===== config.mk =====
export PLATFORM = sky130hd
export DESIGN_NAME = ata_pio_command_sequencer
export DESIGN_NICKNAME = d
export VERILOG_FILES = /design/src/design/apcs_pkg.sv /design/src/design/apcs_step.sv /design/src/design/ata_pio_command_sequencer.sv
export SDC_FILE = /design/constraint.sdc
export NUM_CORES = 1
export LEC_CHECK = 0
export BUFFER_PORTS_ARGS = -buffer_cell sky130_fd_sc_hd__buf_2
export CORE_ASPECT_RATIO = 2
export CORE_MARGIN = 2
export CORE_UTILIZATION = 45
export DETAILED_ROUTE_END_ITERATION = 12
export GPL_ROUTABILITY_DRIVEN = 1
export PLACE_DENSITY = 0.73
export SLEW_MARGIN = 20
export SYNTH_ARGS = -nofsm -noshare
export SYNTH_HDL_FRONTEND = slang
export SYNTH_SLANG_ARGS = --single-unit

===== constraint.sdc =====
create_clock -name aclk -period 9.6 [get_ports aclk]
set_input_delay 0.96 -clock aclk [delete_from_list [all_inputs] [get_ports aclk]]
set_output_delay 0.96 -clock aclk [all_outputs]
set_load 0.02 [all_outputs]

===== src/design/apcs_pkg.sv =====
`default_nettype none
package apcs_pkg;

    localparam int WORDS_PER_SECTOR = 256;
    localparam int NUM_DRIVES       = 4;
    localparam int MAX_DRIVES       = 4;
    localparam int MAX_RESULTS      = 12;
    localparam int RES_IDX_W        = 4;
    localparam int LIMIT_W          = 17;
    localparam logic [LIMIT_W-1:0] POLL_LIMIT_RST = 17'd100000;

    // request kinds
    localparam logic [2:0] REQ_READ  = 3'd0;
    localparam logic [2:0] REQ_WRITE = 3'd1;
    localparam logic [2:0] REQ_IDENT = 3'd2;
    localparam logic [2:0] REQ_REPLY = 3'd3;
    localparam logic [2:0] REQ_HWORD = 3'd4;

    // result kinds
    localparam logic [1:0] K_BUS_RD = 2'd0;
    localparam logic [1:0] K_BUS_WR = 2'd1;
    localparam logic [1:0] K_DATA   = 2'd2;
    localparam logic [1:0] K_DONE   = 2'd3;

    // completion codes
    localparam logic [2:0] ST_OK      = 3'd0;
    localparam logic [2:0] ST_ABSENT  = 3'd1;
    localparam logic [2:0] ST_TIMEOUT = 3'd2;
    localparam logic [2:0] ST_DEV_ERR = 3'd3;
    localparam logic [2:0] ST_NOT_ATA = 3'd4;

    // task-file offsets
    localparam logic [9:0] OFF_DATA   = 10'd0;
    localparam logic [9:0] OFF_SECCNT = 10'd2;
    localparam logic [9:0] OFF_LBA0   = 10'd3;
    localparam logic [9:0] OFF_LBA1   = 10'd4;
    localparam logic [9:0] OFF_LBA2   = 10'd5;
    localparam logic [9:0] OFF_DRIVE  = 10'd6;
    localparam logic [9:0] OFF_CMD    = 10'd7;
    localparam logic [9:0] OFF_ALT    = 10'h206;

    // commands and status bits
    localparam logic [7:0] CMD_READ  = 8'h20;
    localparam logic [7:0] CMD_WRITE = 8'h30;
    localparam logic [7:0] CMD_IDENT = 8'hEC;
    localparam logic [7:0] CMD_FLUSH = 8'hE7;
    localparam logic [7:0] DEV_LBA   = 8'hE0;
    localparam logic [7:0] DEV_ID_M  = 8'hA0;
    localparam logic [7:0] DEV_ID_S  = 8'hB0;
    localparam logic [7:0] SR_BSY    = 8'h80;
    localparam logic [7:0] SR_ERRDF  = 8'h21;
    localparam logic [7:0] SR_ERR    = 8'h01;
    localparam logic [7:0] SR_DRQ    = 8'h08;

    localparam logic [7:0] ID_WORD_LO = 8'd60;
    localparam logic [7:0] ID_WORD_HI = 8'd61;

    typedef enum logic [10:0] {
        PH_IDLE     = 11'b00000000001,
        PH_POLL     = 11'b00000000010,
        PH_RD_DATA  = 11'b00000000100,
        PH_WR_DATA  = 11'b00000001000,
        PH_FLUSH    = 11'b00000010000,
        PH_ID_STAT0 = 11'b00000100000,
        PH_ID_BSY   = 11'b00001000000,
        PH_ID_MID   = 11'b00010000000,
        PH_ID_HIGH  = 11'b00100000000,
        PH_ID_DRQ   = 11'b01000000000,
        PH_ID_DATA  = 11'b10000000000
    } phase_t;

    typedef struct packed {
        phase_t             phase;
        logic [1:0]         op;
        logic               chan;
        logic               slave;
        logic [LIMIT_W-1:0] poll_cnt;
        logic [7:0]         word_idx;
        logic [7:0]         sec_left;
        logic [31:0]        accum;
    } seq_state_t;

    typedef struct packed {
        logic [1:0]  kind;
        logic [9:0]  off;
        logic [15:0] data;
        logic [2:0]  code;
        logic [31:0] total;
    } res_item_t;

    typedef struct packed {
        res_item_t [MAX_RESULTS-1:0] items;
        logic [RES_IDX_W-1:0]        count;
        logic                        chan;
    } res_batch_t;

endpackage
`default_nettype wire


===== src/design/apcs_step.sv =====
`default_nettype none
module apcs_step #(
    parameter int NUM_DRIVES = apcs_pkg::NUM_DRIVES
) (
    input  wire apcs_pkg::seq_state_t       st,
    input  wire logic [NUM_DRIVES-1:0]      present,
    input  wire logic [apcs_pkg::LIMIT_W-1:0] poll_limit,
    input  wire logic [2:0]                 req_type,
    input  wire logic                       channel,
    input  wire logic                       slave,
    input  wire logic [27:0]                lba,
    input  wire logic [7:0]                 count,
    input  wire logic [15:0]                data_word,
    output apcs_pkg::seq_state_t            st_next,
    output logic [NUM_DRIVES-1:0]           present_next,
    output apcs_pkg::res_batch_t            batch
);

    function automatic apcs_pkg::res_item_t mk(input logic [1:0] k, input logic [9:0] o,
                                               input logic [15:0] d, input logic [2:0] c,
                                               input logic [31:0] t);
        apcs_pkg::res_item_t r;
        r.kind  = k;
        r.off   = o;
        r.data  = d;
        r.code  = c;
        r.total = t;
        return r;
    endfunction

    logic [apcs_pkg::LIMIT_W-1:0] lim_m1;
    assign lim_m1 = (poll_limit == '0) ? '0 : poll_limit - 1'b1;

    always_comb begin
        apcs_pkg::seq_state_t        s;
        logic [apcs_pkg::MAX_DRIVES-1:0] pres4;
        logic [apcs_pkg::RES_IDX_W-1:0]  n;
        logic [1:0]                   idx;
        logic [7:0]                   sr;
        logic                         in_range;
        logic                         eos;
        logic [7:0]                   dev;

        s     = st;
        pres4 = apcs_pkg::MAX_DRIVES'(present);
        n     = '0;
        batch.items = '0;
        sr    = data_word[7:0];
        eos   = 1'b0;
        idx   = 2'b00;
        in_range = 1'b0;
        dev   = '0;

        if (req_type <= apcs_pkg::REQ_IDENT) begin
            if (st.phase == apcs_pkg::PH_IDLE) begin
                s.chan  = channel;
                s.slave = slave;
                s.op    = req_type[1:0];
                idx     = {channel, slave};
                in_range = 32'(idx) < NUM_DRIVES;
                if (req_type == apcs_pkg::REQ_IDENT) begin
                    if (!in_range) begin
                        batch.items[n] = mk(apcs_pkg::K_DONE, '0, '0, apcs_pkg::ST_ABSENT, '0);
                        n = n + 1'b1;
                    end else begin
                        pres4[idx] = 1'b0;
                        s.accum = '0;
                        batch.items[n] = mk(apcs_pkg::K_BUS_WR, apcs_pkg::OFF_DRIVE,
                            {8'h00, slave ? apcs_pkg::DEV_ID_S : apcs_pkg::DEV_ID_M}, '0, '0);
                        n = n + 1'b1;
                        for (int i = 0; i < 4; i++) begin
                            batch.items[n] = mk(apcs_pkg::K_BUS_RD, apcs_pkg::OFF_ALT, '0, '0, '0);
                            n = n + 1'b1;
                        end
                        batch.items[n] = mk(apcs_pkg::K_BUS_WR, apcs_pkg::OFF_SECCNT, '0, '0, '0);
                        n = n + 1'b1;
                        batch.items[n] = mk(apcs_pkg::K_BUS_WR, apcs_pkg::OFF_LBA0, '0, '0, '0);
                        n = n + 1'b1;
                        batch.items[n] = mk(apcs_pkg::K_BUS_WR, apcs_pkg::OFF_LBA1, '0, '0, '0);
                        n = n + 1'b1;
                        batch.items[n] = mk(apcs_pkg::K_BUS_WR, apcs_pkg::OFF_LBA2, '0, '0, '0);
                        n = n + 1'b1;
                        batch.items[n] = mk(apcs_pkg::K_BUS_WR, apcs_pkg::OFF_CMD,
                                            {8'h00, apcs_pkg::CMD_IDENT}, '0, '0);
                        n = n + 1'b1;
                        batch.items[n] = mk(apcs_pkg::K_BUS_RD, apcs_pkg::OFF_CMD, '0, '0, '0);
                        n = n + 1'b1;
                        s.phase = apcs_pkg::PH_ID_STAT0;
                    end
                end else if (!in_range || !pres4[idx]) begin
                    batch.items[n] = mk(apcs_pkg::K_DONE, '0, '0, apcs_pkg::ST_ABSENT, '0);
                    n = n + 1'b1;
                end else begin
                    dev = apcs_pkg::DEV_LBA | {3'b000, slave, lba[27:24]};
                    batch.items[n] = mk(apcs_pkg::K_BUS_WR, apcs_pkg::OFF_DRIVE,
                                        {8'h00, dev}, '0, '0);
                    n = n + 1'b1;
                    batch.items[n] = mk(apcs_pkg::K_BUS_WR, apcs_pkg::OFF_SECCNT,
                                        {8'h00, count}, '0, '0);
                    n = n + 1'b1;
                    batch.items[n] = mk(apcs_pkg::K_BUS_WR, apcs_pkg::OFF_LBA0,
                                        {8'h00, lba[7:0]}, '0, '0);
                    n = n + 1'b1;
                    batch.items[n] = mk(apcs_pkg::K_BUS_WR, apcs_pkg::OFF_LBA1,
                                        {8'h00, lba[15:8]}, '0, '0);
                    n = n + 1'b1;
                    batch.items[n] = mk(apcs_pkg::K_BUS_WR, apcs_pkg::OFF_LBA2,
                                        {8'h00, lba[23:16]}, '0, '0);
                    n = n + 1'b1;
                    batch.items[n] = mk(apcs_pkg::K_BUS_WR, apcs_pkg::OFF_CMD,
                        {8'h00, (req_type == apcs_pkg::REQ_READ) ? apcs_pkg::CMD_READ
                                                                 : apcs_pkg::CMD_WRITE},
                        '0, '0);
                    n = n + 1'b1;
                    s.sec_left = count;
                    s.word_idx = '0;
                    if (count == '0) begin
                        if (req_type == apcs_pkg::REQ_WRITE) begin
                            batch.items[n] = mk(apcs_pkg::K_BUS_WR, apcs_pkg::OFF_CMD,
                                                {8'h00, apcs_pkg::CMD_FLUSH}, '0, '0);
                            n = n + 1'b1;
                            s.phase = apcs_pkg::PH_FLUSH;
                        end else begin
                            batch.items[n] = mk(apcs_pkg::K_DONE, '0, '0, apcs_pkg::ST_OK, '0);
                            n = n + 1'b1;
                            s.phase = apcs_pkg::PH_IDLE;
                        end
                    end else begin
                        s.phase = apcs_pkg::PH_POLL;
                    end
                    // poll start (alt-status delay reads, first status read)
                    if (s.phase != apcs_pkg::PH_IDLE) begin
                        for (int i = 0; i < 4; i++) begin
                            batch.items[n] = mk(apcs_pkg::K_BUS_RD, apcs_pkg::OFF_ALT, '0, '0, '0);
                            n = n + 1'b1;
                        end
                        s.poll_cnt = '0;
                        if (lim_m1 == '0) begin
                            batch.items[n] = mk(apcs_pkg::K_DONE, '0, '0,
                                (s.phase == apcs_pkg::PH_FLUSH) ? apcs_pkg::ST_OK
                                                                : apcs_pkg::ST_TIMEOUT, '0);
                            n = n + 1'b1;
                            s.phase = apcs_pkg::PH_IDLE;
                        end else begin
                            s.poll_cnt = 17'd1;
                            batch.items[n] = mk(apcs_pkg::K_BUS_RD, apcs_pkg::OFF_CMD, '0, '0, '0);
                            n = n + 1'b1;
                        end
                    end
                end
            end
        end else if (req_type == apcs_pkg::REQ_REPLY) begin
            idx = {st.chan, st.slave};
            if (st.phase == apcs_pkg::PH_POLL || st.phase == apcs_pkg::PH_FLUSH) begin
                if ((sr & apcs_pkg::SR_BSY) != '0) begin
                    if (st.poll_cnt < lim_m1) begin
                        s.poll_cnt = st.poll_cnt + 1'b1;
                        batch.items[n] = mk(apcs_pkg::K_BUS_RD, apcs_pkg::OFF_CMD, '0, '0, '0);
                        n = n + 1'b1;
                    end else begin
                        batch.items[n] = mk(apcs_pkg::K_DONE, '0, '0,
                            (st.phase == apcs_pkg::PH_FLUSH) ? apcs_pkg::ST_OK
                                                             : apcs_pkg::ST_TIMEOUT, '0);
                        n = n + 1'b1;
                        s.phase = apcs_pkg::PH_IDLE;
                    end
                end else if (st.phase == apcs_pkg::PH_FLUSH) begin
                    batch.items[n] = mk(apcs_pkg::K_DONE, '0, '0, apcs_pkg::ST_OK, '0);
                    n = n + 1'b1;
                    s.phase = apcs_pkg::PH_IDLE;
                end else if ((sr & apcs_pkg::SR_ERRDF) != '0) begin
                    batch.items[n] = mk(apcs_pkg::K_DONE, '0, '0, apcs_pkg::ST_DEV_ERR, '0);
                    n = n + 1'b1;
                    s.phase = apcs_pkg::PH_IDLE;
                end else begin
                    s.word_idx = '0;
                    if (st.op == apcs_pkg::REQ_READ[1:0]) begin
                        batch.items[n] = mk(apcs_pkg::K_BUS_RD, apcs_pkg::OFF_DATA, '0, '0, '0);
                        n = n + 1'b1;
                        s.phase = apcs_pkg::PH_RD_DATA;
                    end else begin
                        s.phase = apcs_pkg::PH_WR_DATA;
                    end
                end
            end else if (st.phase == apcs_pkg::PH_RD_DATA) begin
                batch.items[n] = mk(apcs_pkg::K_DATA, '0, data_word, '0, '0);
                n = n + 1'b1;
                if (st.word_idx == 8'(apcs_pkg::WORDS_PER_SECTOR - 1)) begin
                    eos = 1'b1;
                end else begin
                    s.word_idx = st.word_idx + 1'b1;
                    batch.items[n] = mk(apcs_pkg::K_BUS_RD, apcs_pkg::OFF_DATA, '0, '0, '0);
                    n = n + 1'b1;
                end
            end else if (st.phase == apcs_pkg::PH_ID_STAT0) begin
                if (sr == '0) begin
                    batch.items[n] = mk(apcs_pkg::K_DONE, '0, '0, apcs_pkg::ST_ABSENT, '0);
                    n = n + 1'b1;
                    s.phase = apcs_pkg::PH_IDLE;
                end else if (lim_m1 == '0) begin
                    s.poll_cnt = '0;
                    batch.items[n] = mk(apcs_pkg::K_DONE, '0, '0, apcs_pkg::ST_TIMEOUT, '0);
                    n = n + 1'b1;
                    s.phase = apcs_pkg::PH_IDLE;
                end else begin
                    s.poll_cnt = 17'd1;
                    batch.items[n] = mk(apcs_pkg::K_BUS_RD, apcs_pkg::OFF_CMD, '0, '0, '0);
                    n = n + 1'b1;
                    s.phase = apcs_pkg::PH_ID_BSY;
                end
            end else if (st.phase == apcs_pkg::PH_ID_BSY || st.phase == apcs_pkg::PH_ID_DRQ
                         || st.phase == apcs_pkg::PH_ID_HIGH) begin
                if (st.phase == apcs_pkg::PH_ID_BSY && (sr & apcs_pkg::SR_BSY) == '0) begin
                    batch.items[n] = mk(apcs_pkg::K_BUS_RD, apcs_pkg::OFF_LBA1, '0, '0, '0);
                    n = n + 1'b1;
                    s.phase = apcs_pkg::PH_ID_MID;
                end else if (st.phase == apcs_pkg::PH_ID_HIGH && sr != '0) begin
                    batch.items[n] = mk(apcs_pkg::K_DONE, '0, '0, apcs_pkg::ST_NOT_ATA, '0);
                    n = n + 1'b1;
                    s.phase = apcs_pkg::PH_IDLE;
                end else if (st.phase == apcs_pkg::PH_ID_DRQ &&
                             (sr & apcs_pkg::SR_ERR) != '0) begin
                    batch.items[n] = mk(apcs_pkg::K_DONE, '0, '0, apcs_pkg::ST_DEV_ERR, '0);
                    n = n + 1'b1;
                    s.phase = apcs_pkg::PH_IDLE;
                end else if (st.phase == apcs_pkg::PH_ID_DRQ &&
                             (sr & apcs_pkg::SR_DRQ) != '0) begin
                    s.word_idx = '0;
                    batch.items[n] = mk(apcs_pkg::K_BUS_RD, apcs_pkg::OFF_DATA, '0, '0, '0);
                    n = n + 1'b1;
                    s.phase = apcs_pkg::PH_ID_DATA;
                end else if (st.poll_cnt < lim_m1) begin
                    // still busy, waiting on DRQ, or LBA high read as zero: another status read
                    s.poll_cnt = st.poll_cnt + 1'b1;
                    batch.items[n] = mk(apcs_pkg::K_BUS_RD, apcs_pkg::OFF_CMD, '0, '0, '0);
                    n = n + 1'b1;
                    if (st.phase == apcs_pkg::PH_ID_HIGH) begin
                        s.phase = apcs_pkg::PH_ID_DRQ;
                    end
                end else begin
                    batch.items[n] = mk(apcs_pkg::K_DONE, '0, '0, apcs_pkg::ST_TIMEOUT, '0);
                    n = n + 1'b1;
                    s.phase = apcs_pkg::PH_IDLE;
                end
            end else if (st.phase == apcs_pkg::PH_ID_MID) begin
                if (sr != '0) begin
                    batch.items[n] = mk(apcs_pkg::K_DONE, '0, '0, apcs_pkg::ST_NOT_ATA, '0);
                    n = n + 1'b1;
                    s.phase = apcs_pkg::PH_IDLE;
                end else begin
                    batch.items[n] = mk(apcs_pkg::K_BUS_RD, apcs_pkg::OFF_LBA2, '0, '0, '0);
                    n = n + 1'b1;
                    s.phase = apcs_pkg::PH_ID_HIGH;
                end
            end else if (st.phase == apcs_pkg::PH_ID_DATA) begin
                if (st.word_idx == apcs_pkg::ID_WORD_LO) begin
                    s.accum = {st.accum[31:16], data_word};
                end else if (st.word_idx == apcs_pkg::ID_WORD_HI) begin
                    s.accum = {data_word, st.accum[15:0]};
                end
                if (st.word_idx == 8'(apcs_pkg::WORDS_PER_SECTOR - 1)) begin
                    s.word_idx = '0;
                    if (32'(idx) < NUM_DRIVES) begin
                        pres4[idx] = 1'b1;
                    end
                    batch.items[n] = mk(apcs_pkg::K_DONE, '0, '0, apcs_pkg::ST_OK, s.accum);
                    n = n + 1'b1;
                    s.phase = apcs_pkg::PH_IDLE;
                end else begin
                    s.word_idx = st.word_idx + 1'b1;
                    batch.items[n] = mk(apcs_pkg::K_BUS_RD, apcs_pkg::OFF_DATA, '0, '0, '0);
                    n = n + 1'b1;
                end
            end
        end else if (req_type == apcs_pkg::REQ_HWORD) begin
            if (st.phase == apcs_pkg::PH_WR_DATA) begin
                batch.items[n] = mk(apcs_pkg::K_BUS_WR, apcs_pkg::OFF_DATA, data_word, '0, '0);
                n = n + 1'b1;
                if (st.word_idx == 8'(apcs_pkg::WORDS_PER_SECTOR - 1)) begin
                    eos = 1'b1;
                end else begin
                    s.word_idx = st.word_idx + 1'b1;
                end
            end
        end

        // end of sector: next sector poll, flush, or done
        if (eos) begin
            s.word_idx = '0;
            s.sec_left = st.sec_left - 1'b1;
            if (s.sec_left == '0 && st.op != apcs_pkg::REQ_WRITE[1:0]) begin
                batch.items[n] = mk(apcs_pkg::K_DONE, '0, '0, apcs_pkg::ST_OK, '0);
                n = n + 1'b1;
                s.phase = apcs_pkg::PH_IDLE;
            end else begin
                if (s.sec_left == '0) begin
                    batch.items[n] = mk(apcs_pkg::K_BUS_WR, apcs_pkg::OFF_CMD,
                                        {8'h00, apcs_pkg::CMD_FLUSH}, '0, '0);
                    n = n + 1'b1;
                    s.phase = apcs_pkg::PH_FLUSH;
                end else begin
                    s.phase = apcs_pkg::PH_POLL;
                end
                for (int i = 0; i < 4; i++) begin
                    batch.items[n] = mk(apcs_pkg::K_BUS_RD, apcs_pkg::OFF_ALT, '0, '0, '0);
                    n = n + 1'b1;
                end
                s.poll_cnt = '0;
                if (lim_m1 == '0) begin
                    batch.items[n] = mk(apcs_pkg::K_DONE, '0, '0,
                        (s.phase == apcs_pkg::PH_FLUSH) ? apcs_pkg::ST_OK
                                                        : apcs_pkg::ST_TIMEOUT, '0);
                    n = n + 1'b1;
                    s.phase = apcs_pkg::PH_IDLE;
                end else begin
                    s.poll_cnt = 17'd1;
                    batch.items[n] = mk(apcs_pkg::K_BUS_RD, apcs_pkg::OFF_CMD, '0, '0, '0);
                    n = n + 1'b1;
                end
            end
        end

        st_next      = s;
        present_next = pres4[NUM_DRIVES-1:0];
        batch.count  = n;
        batch.chan   = s.chan;
    end

endmodule
`default_nettype wire


===== src/design/ata_pio_command_sequencer.sv =====
`default_nettype none
// Latency: an accepted beat's first result beat is on m_* the next cycle.
// Throughput: one request beat per cycle when it yields at most one result
//   and m_tready is high; a request yielding N result beats (up to 12)
//   holds the input until the single output port drains the result buffer.
// Reset: synchronous, active-low aresetn; sequencer idle, present map cleared,
//   poll limit back to 100000, result buffer empty.
module ata_pio_command_sequencer #(
    parameter int NUM_DRIVES = apcs_pkg::NUM_DRIVES
) (
    input  wire logic        aclk,
    input  wire logic        aresetn,
    // configuration: poll_limit
    input  wire logic        cfg_we,
    input  wire logic [16:0] cfg_wdata,
    // request channel
    input  wire logic        s_tvalid,
    output logic             s_tready,
    // [0] channel, [1] slave, [29:2] lba, [37:30] count, [53:38] data_word
    input  wire logic [55:0] s_tdata,
    // [2:0] req_type
    input  wire logic [2:0]  s_tuser,
    // result channel
    output logic             m_tvalid,
    input  wire logic        m_tready,
    // [0] bus_channel, [10:1] reg_offset, [26:11] out_data,
    // [29:27] status_code, [61:30] sector_total
    output logic [63:0]      m_tdata,
    // [1:0] kind
    output logic [1:0]       m_tuser,
    output logic             m_tlast
);

    logic [apcs_pkg::LIMIT_W-1:0] poll_limit_reg;
    apcs_pkg::seq_state_t         st_reg, st_next;
    logic [NUM_DRIVES-1:0]        present_reg, present_next;
    apcs_pkg::res_batch_t         batch_next, batch_reg;
    logic [apcs_pkg::RES_IDX_W-1:0] pos_reg;
    logic                         busy_reg;
    logic                         s_beat, m_beat, last_beat;
    apcs_pkg::res_item_t          cur;

    // sequencer step: state and request beat in, next state and result batch out
    apcs_step #(.NUM_DRIVES(NUM_DRIVES)) u_step (
        .st           (st_reg),
        .present      (present_reg),
        .poll_limit   (poll_limit_reg),
        .req_type     (s_tuser),
        .channel      (s_tdata[0]),
        .slave        (s_tdata[1]),
        .lba          (s_tdata[29:2]),
        .count        (s_tdata[37:30]),
        .data_word    (s_tdata[53:38]),
        .st_next      (st_next),
        .present_next (present_next),
        .batch        (batch_next)
    );

    assign m_beat    = m_tvalid && m_tready;
    assign last_beat = (pos_reg == batch_reg.count - 1'b1);
    // input free when the buffer is empty or its final beat leaves now
    assign s_tready  = !busy_reg || (m_beat && last_beat);
    assign s_beat    = s_tvalid && s_tready;

    always_ff @(posedge aclk) begin
        if (!aresetn) begin
            poll_limit_reg <= apcs_pkg::POLL_LIMIT_RST;
        end else if (cfg_we) begin
            poll_limit_reg <= cfg_wdata;
        end
    end

    always_ff @(posedge aclk) begin
        if (!aresetn) begin
            st_reg      <= '{phase: apcs_pkg::PH_IDLE, default: '0};
            present_reg <= '0;
            busy_reg    <= 1'b0;
            pos_reg     <= '0;
        end else begin
            if (s_beat) begin
                st_reg      <= st_next;
                present_reg <= present_next;
                busy_reg    <= (batch_next.count != '0);
                pos_reg     <= '0;
            end else if (m_beat) begin
                if (last_beat) begin
                    busy_reg <= 1'b0;
                end
                pos_reg <= pos_reg + 1'b1;
            end
        end
    end

    // result buffer payload, no reset needed
    always_ff @(posedge aclk) begin
        if (s_beat) begin
            batch_reg <= batch_next;
        end
    end

    assign cur      = batch_reg.items[pos_reg];
    assign m_tvalid = busy_reg;
    assign m_tlast  = last_beat;
    assign m_tuser  = cur.kind;
    assign m_tdata  = {2'b00, cur.total, cur.code, cur.data, cur.off, batch_reg.chan};

    a_pos_in_batch: assert property (@(posedge aclk) disable iff (!aresetn)
        busy_reg |-> (pos_reg < batch_reg.count))
        else $error("result position beyond batch");

    a_no_accept_mid_batch: assert property (@(posedge aclk) disable iff (!aresetn)
        (busy_reg && !(m_beat && last_beat)) |-> !s_tready)
        else $error("request accepted while batch pending");

    a_hold_stalled: assert property (@(posedge aclk) disable iff (!aresetn)
        (m_tvalid && !m_tready) |=> ($stable(pos_reg) && m_tvalid))
        else $error("stalled result moved");

endmodule
`default_nettype wire

==> results of run 1 <==
## Yosys cell counts, types with 17 or more instances
cell type and n:
edfxtp_1 179, mux4_2 29, xor2_1 17, and2_1 62, nand2_1 235, a22oi_1 42
inv_1 43, or2_2 19, o21ai_0 102, a31oi_1 28, mux2i_1 47, nor3_1 37
clkbuf_1 103, nor2_1 140, xnor2_1 25, ha_1 37, nand3_1 56, nand4_1 24
a21oi_1 121, dfxtp_1 106, and3_1 44, o31ai_1 24, nor4_1 26, nor2b_1 63
## worst paths after layout
path | start | end | slack, ps | cells after the start
worst max-delay path | st_reg[73]$_SDFFE_PN0P_ | batch_reg[44]$_DFFE_PP_ | 1970 | 19
worst min-delay path | present_reg[2]$_SDFFE_PN0P_ | present_reg[2]$_SDFFE_PN0P_ | 510 | 2
worst max register to register | st_reg[73]$_SDFFE_PN0P_ | batch_reg[44]$_DFFE_PP_ | 1970 | 19
worst min register to register | present_reg[2]$_SDFFE_PN0P_ | present_reg[2]$_SDFFE_PN0P_ | 510 | 2
## area by class of cell
type | instances | area, sq um
fill | 3499 | 18650
antenna | 2 | 5.005
multi-input combinational | 1418 | 9199
sequential | 285 | 7500
tap | 463 | 579.3
clock inverter | 18 | 146.4
timing repair buffer | 174 | 965.9
clock buffer | 32 | 694.4
inverter | 45 | 168.9
## logic make-up (layout without fill, tap and decap cells)
logic type,Yosys count,after routing,synth area share (%)
DFF,285,285,43.29
other,1,16,0.02165
buffers and inverters,176,269,4.096
muxes,80,80,6.842
AOI/OAI and AO/OA,450,450,16.68
and+or+nand+nor,789,789,23.52
adders and majority gates,37,37,2.673
xor gates and xnor gates,48,48,2.883
## worst min-delay path, delay by kind of cell, from the launching register on
kind,cells,cell delay [ps]
DFF,1,320
AOI/OAI and AO/OA,2,140
## cell usage in the layout, fill, tap and decap left out, types with 17 or more instances in the layout
cell and n:
nand2_1 234, edfxtp_1 179, buf_2 139, nor2_1 138, a21oi_1 121, dfxtp_1 104
o21ai_0 102, nor2b_1 62, and2_1 62, nand3_1 56, mux2i_1 47, and3_1 44
inv_1 43, a22oi_1 42, nor3_1 37, ha_1 37, buf_4 33, mux4_2 29
a31oi_1 28, clkbuf_16 27, xnor2_1 25, nor4_1 24, nand4_1 24, o31ai_1 24
or2_2 19, xor2_1 17
## per-layer routing
metal	track usage (%)	vias to the layer above	part of all wire, %	wire, um
met3	3.448	237	5.1	2821
met1	27.58	7252	33	18460
met4	19.78	2	8.2	4543
met5	0	-	0.025	14
met2	49.91	677	53	29270
li1	-	7012	-	-
## where the power goes
| group | internal [mW] | switching, mW |
|---|---|---|
| Sequential | 1.36 | 0.0244 |
| Clock | 0.554 | 0.499 |
| Combinational | 0.116 | 0.229 |
==> summary.md, run 1 <==
Critical path
- 10010 ps — CP Data Required Time
- or4_4 -> nor3_2 -> a21oi_1 -> a211oi_2 -> nand2b_1 -> ha_1 -> mux2i_2 -> ha_1 -> xnor2_1 -> o21ai_0 -> nand3b_1 -> o22a_1 -> a21oi_1 -> a311oi_2 -> mux2i_2 -> xnor2_4 -> o211a_1 -> a41o_1 -> a21boi_0 — critical path, cell by cell
- compound AO/OA/AOI/OAI gates — family with the most delay on the worst path
- or4_4 — Critical-path top delay cell
- 17 — top fanout value on the critical path
- flip-flop — CP startpoint kind
- 8040 ps — arrival time reported for the critical path endpoint
- 660 ps — highest cell delay on the worst timing path
- 0 — buffers plus inverters on the worst setup path
- flip-flop — critical path endpoint category
- flip-flop to flip-flop — kind of critical path

Logic synthesis
- 0% — share of flip-flops with an asynchronous set or reset
- 285 — synthesis-stage register bit count
- edfxtp_1, dfxtp_1, nand2_1, mux4_2, a21oi_1 — most area-consuming cells after synthesis
- 94 — number of unique standard cell types used by synthesis
- 9.281 sq um — Avg Inst Size Synth
- 31.04% — post-synth top area share
- edfxtp_1 — cell type with the highest aggregate area in the netlist
- 43.29% — sequential area share after synthesis
- edfxtp_1 — most common flop cell mapped by yosys
- 0.01732 sq mm — cell area after synthesis
- 179 — EDFF count, synth
- 1866 — Syn Inst Count
- 0 — Warnings, synthesis

GRT
- 0 — global route overflow
- 92 — pin count of the biggest net entering global routing
- 27.09% — global-route total usage across every layer
- 15000 — vias in the first global route
- 83.61 mm — global-route wire length before repair
- 3 — antenna violations before repair

Placed design
- 0.01838 sq mm — cell area after placement
- 2384 — number of instances in the placed design
- 0.9983 — final RePlAce weighted congestion
- 139 — count of buffers inserted at the top-level ports
- 1773 ps — pre-CTS WS
- 40.68 mm — detailed-placement wirelength estimate

Timing
- 7626 ps — final critical delay including setup and external delays
- 0.1311 GHz — achievable frequency
- 507.3 ps — Fin Hold WS
- 1235 ps — transition time at the pin with the least slew margin
- 16.93% — worst slew margin relative to its limit
- 0 ps — final sum of negative setup slack
- no — setup repair after global routing missed its margin
- 1974 ps — Setup WS post-layout
- 0 — Max Slew Vio Count
- 79.44% — final clock period utilization by the worst path
- 26.05 ps — worst clock skew
- 0 — endpoints failing setup
- 0 — hold violation total from the final report

Power
- 0.1355 mV — maximum ir drop on the vdd rail
- 2.778 mW — overall power consumption
- 144.3 mW/mm^2 — pwr dens
- 7.344 nW — Leak

Clock tree
- 70 ps — clock-pin slew on the worst setup and hold paths
- done — CTS tree
- 0 — Post-CTS Resized
- clkbuf_16 — root buffer selected by CTS
- 3 — Clock Path Buffers
- 285 — sink count of the clock tree
- 1 — CTS H-Tree Depth
- 0 — cts-stage hold buffer count
- 0 — setup bufs post-CTS
- 580 ps — clk_lat worst skew
- 27 — CTS buffer count

Routing
- 15180 — routed via count
- 55.10 mm — total wire length
- 1273 — number of violations reported at the end of detailed-routing iteration 0
- 22.61 um — routed wirelength normalized by instance count
- 0 — number of remaining DRC errors
- 0 — residual antenna-violating net count after detailed routing
- 6 — number of detailed-routing iterations run before antenna repair
- 6.229 — via count normalized by instance count

Floorplanning
- 281.4 um — overall die height
- 150 — # IOs
- 142.7 um — Horiz. Die Dim
- 0.04017 sq mm — Die Footprint
- 101 — floorplan row count
- 45.68% — initial cell density of the core
- 0.03791 sq mm — Core Box Area

Layout
- 15.92% — proportion of layout cells with a drive suffix above 1
- 11.20% — area growth from synthesis to layout
- 0.01926 sq mm — summed area of non-filler cells in the final layout
- 50.80% — final core utilization
- 178 — flip-flop count of the largest register after layout
- 2437 — Cell Count, Final, Fillers Out
- 2069 — final net count

Worst hold path
- flip-flop to flip-flop — type of the tightest min-delay check

Outcome
- complete, no violations — result of the run

Run
- 0 — Max-cap violations

(Power assumes the default switching activity.)
==> run 2: changes to the inputs <==
--- a/config.mk
+++ b/config.mk
@@ -11,7 +11,7 @@
 export CORE_UTILIZATION = 45
 export DETAILED_ROUTE_END_ITERATION = 12
 export GPL_ROUTABILITY_DRIVEN = 1
-export PLACE_DENSITY = 0.73
+export PLACE_DENSITY = 0.75
 export SLEW_MARGIN = 20
 export SYNTH_ARGS = -nofsm -noshare
 export SYNTH_HDL_FRONTEND = slang
==> constraint.sdc (replaced) <==
create_clock -name aclk -period 6.4 [get_ports aclk]
set_input_delay 0.64 -clock aclk [delete_from_list [all_inputs] [get_ports aclk]]
set_output_delay 0.64 -clock aclk [all_outputs]
set_load 0.02 [all_outputs]
==> run 2 against run 1 <==
Effect of this change: clock power up 50%; highest routed layer unchanged; global-route usage up 0.68 points; sequential power up 50%; sequential share of layout area down 0.84 points; largest power group unchanged.
==> summary.md, run 2 (synthesized netlist as in run 1, its figures left out) <==
Outcome
- complete, no violations — result of the run

Timing
- 0 — endpoints failing setup, unchanged
- 25.37% — worst slew margin relative to its limit, +8.4 points
- 0 ps — final sum of negative setup slack, unchanged
- 0.1657 GHz — achievable frequency, +26%
- 1105 ps — transition time at the pin with the least slew margin, -129.2 ps
- 0 — Max Slew Vio Count, unchanged
- 28.16 ps — worst clock skew, +2.110 ps
- 6037 ps — final critical delay including setup and external delays, -1590 ps
- 94.32% — final clock period utilization by the worst path, +15 points
- 275.5 ps — Fin Hold WS, -231.8 ps
- 0 — hold violation total from the final report, unchanged
- no — setup repair after global routing missed its margin

GRT
- 85.39 mm — global-route wire length before repair, +2.1%
- 90 — pin count of the biggest net entering global routing, -2.2%
- 27.77% — global-route total usage across every layer, +0.68 points
- 0 — global route overflow, unchanged
- 1 — antenna violations before repair, -2
- 14910 — vias in the first global route, -0.59%

Critical path
- 6470 ps — arrival time reported for the critical path endpoint, -1570 ps
- 670 ps — highest cell delay on the worst timing path, about the same
- or4_4 — Critical-path top delay cell
- flip-flop — critical path endpoint category
- 6830 ps — CP Data Required Time, -3180 ps
- simple AND/OR/NAND/NOR gates — family with the most delay on the worst path
- 12 — top fanout value on the critical path, -5
- 5 — buffers plus inverters on the worst setup path, +5
- buf_4 — cell mode on critical path
- flip-flop — CP startpoint kind
- or4_4 -> nor4_2 -> buf_4 -> nand2_1 -> o21ai_0 -> inv_1 -> ha_1 -> mux2i_2 -> inv_1 -> ha_1 -> o21ai_0 -> nand3b_1 -> o22a_1 -> a21oi_1 -> a311oi_2 -> buf_4 -> mux2i_2 -> xnor2_4 -> buf_4 -> o211ai_1 -> nor4_2 -> a21o_1 — critical path, cell by cell
- flip-flop to flip-flop — kind of critical path
- 360 ps — r2r setup slk, -1610 ps

Power
- 26.56% — switching share of power, -0.51 points
- 1.114 mW — net switching power figure, +48%
- 0.2505 mV — maximum ir drop on the vdd rail, +85%
- 12.9% — logic gate share of total power, +0.5 points
- 7.613 nW — Leak, +3.7%
- 37.7% — fraction of power consumed by the clock network, -0.2 points
- 49.4% — sequential share of power, -0.3 points
- 213.1 mW/mm^2 — pwr dens, +48%
- 3.080 mW — internal power summed over all cells, +52%

Clock tree
- 80 ps — clock-pin slew on the worst setup and hold paths, about the same
- 3 — Clock Path Buffers, unchanged
- 26 — CTS buffer count, -3.7%
- 1 — CTS H-Tree Depth, unchanged
- done — CTS tree
- 285 — sink count of the clock tree, unchanged
- 0 — setup bufs post-CTS, unchanged
- 580 ps — clk_lat worst skew, about the same
- 0 — cts-stage hold buffer count, unchanged
- 0 — Post-CTS Resized, unchanged
- clkbuf_16 — root buffer selected by CTS

Placed design
- 139 — count of buffers inserted at the top-level ports, unchanged
- 42.58 mm — detailed-placement wirelength estimate, +4.7%
- 1.005 — final RePlAce weighted congestion, +0.62%

Layout
- nand2_1 — most common library cell in the layout ignoring fill and taps
- nand2_1, edfxtp_1, buf_2 — leading cell types in the layout, fill and taps excluded
- 18.32% — proportion of layout cells with a drive suffix above 1, +2.4 points
- 13.64% — area growth from synthesis to layout
- 2123 — final net count, +2.6%
- 178 — flip-flop count of the largest register after layout, unchanged

Routing
- 15340 — routed via count, +1.1%
- 6.160 — via count normalized by instance count, -1.1%
- 56.55 mm — total wire length, +2.6%
- 6 — number of detailed-routing iterations run before antenna repair, unchanged
- 0 — number of remaining DRC errors, unchanged
- 22.70 um — routed wirelength normalized by instance count, +0.40%
- 0 — residual antenna-violating net count after detailed routing, unchanged
- 1246 — number of violations reported at the end of detailed-routing iteration 0, -2.1%

Floorplanning
- 101 — floorplan row count, unchanged
- 0.03791 sq mm — Core Box Area, unchanged
- 281.4 um — overall die height, unchanged
- 45.68% — initial cell density of the core, unchanged
- 150 — # IOs, unchanged
- 142.7 um — Horiz. Die Dim, unchanged
- 0.04017 sq mm — Die Footprint, unchanged

Run
- 0 — Max-cap violations, unchanged

Worst hold path
- primary input to flip-flop — type of the tightest min-delay check

run 2: power groups by stage:
stage / sequential (mW) / combinational, mW / clock, mW
global placement: 2.11 / 0.526 / 0
CTS: 2.07 / 0.537 / 1.60
detailed placement: 2.11 / 0.535 / 0
global route: 2.08 / 0.582 / 1.66
floorplan: 2.10 / 0.339 / 0
finish: 2.07 / 0.542 / 1.58
run 2: layout make-up:
type                       count  area [sq um]
clock buffer                  34         730.7
sequential                   285          7500
inverter                      45         168.9
clock inverter                14         125.1
tap                          463         579.3
fill                        3462         18230
timing repair buffer         229          1375
multi-input combinational   1418          9195
antenna                        3         7.507
run 2: metrics by stage:
stage | setup WS [ps] | std cells | power [mW] | util (%) | cell area, sq um
after floorplan | 290.2 | 1879 | 2.442 | - | 17370
after global placement | 414.8 | 2439 | 2.632 | 49.58 | 18800
after detailed placement | 347.3 | 2439 | 2.647 | 49.58 | 18800
after CTS | 381.3 | 2487 | 4.212 | 51.84 | 19650
after global routing | 11.22 | 2488 | 4.316 | 51.89 | 19670
final | 363.4 | 2491 | 4.194 | 51.91 | 19680
run 2: final timing paths:
check | start | endpoint | depth (start not counted)
setup / recovery | st_reg[73]$_SDFFE_PN0P_ | batch_reg[109]$_DFFE_PP_ | 22
hold / removal | cfg_wdata[16] | poll_limit_reg[16]$_SDFFE_PN1P_ | 3
setup reg to reg | st_reg[73]$_SDFFE_PN0P_ | batch_reg[109]$_DFFE_PP_ | 22
hold reg to reg | present_reg[0]$_SDFFE_PN0P_ | present_reg[0]$_SDFFE_PN0P_ | 2
run 2: per-layer routing:
metal / global-route usage [%] / vias to the layer above / share of wire [%]
met5: 0 / - / 0.028
met4: 19.04 / 2 / 7.9
met3: 3.533 / 215 / 4.9
met2: 51.95 / 601 / 54
met1: 28.10 / 7400 / 33
li1: - / 7126 / -
run 2: worst reg2reg max path, stage by stage (launching register included):
cell and delay (ps):
dfxtp_1 450, or4_4 670, nor4_2 260, buf_4 160
nand2_1 60, o21ai_0 320, inv_1 170, ha_1 350
mux2i_2 280, inv_1 170, ha_1 260, o21ai_0 290
nand3b_1 120, o22a_1 200, a21oi_1 160, a311oi_2 70
buf_4 190, mux2i_2 270, xnor2_4 200, buf_4 180
o211ai_1 270, nor4_2 620, a21o_1 160
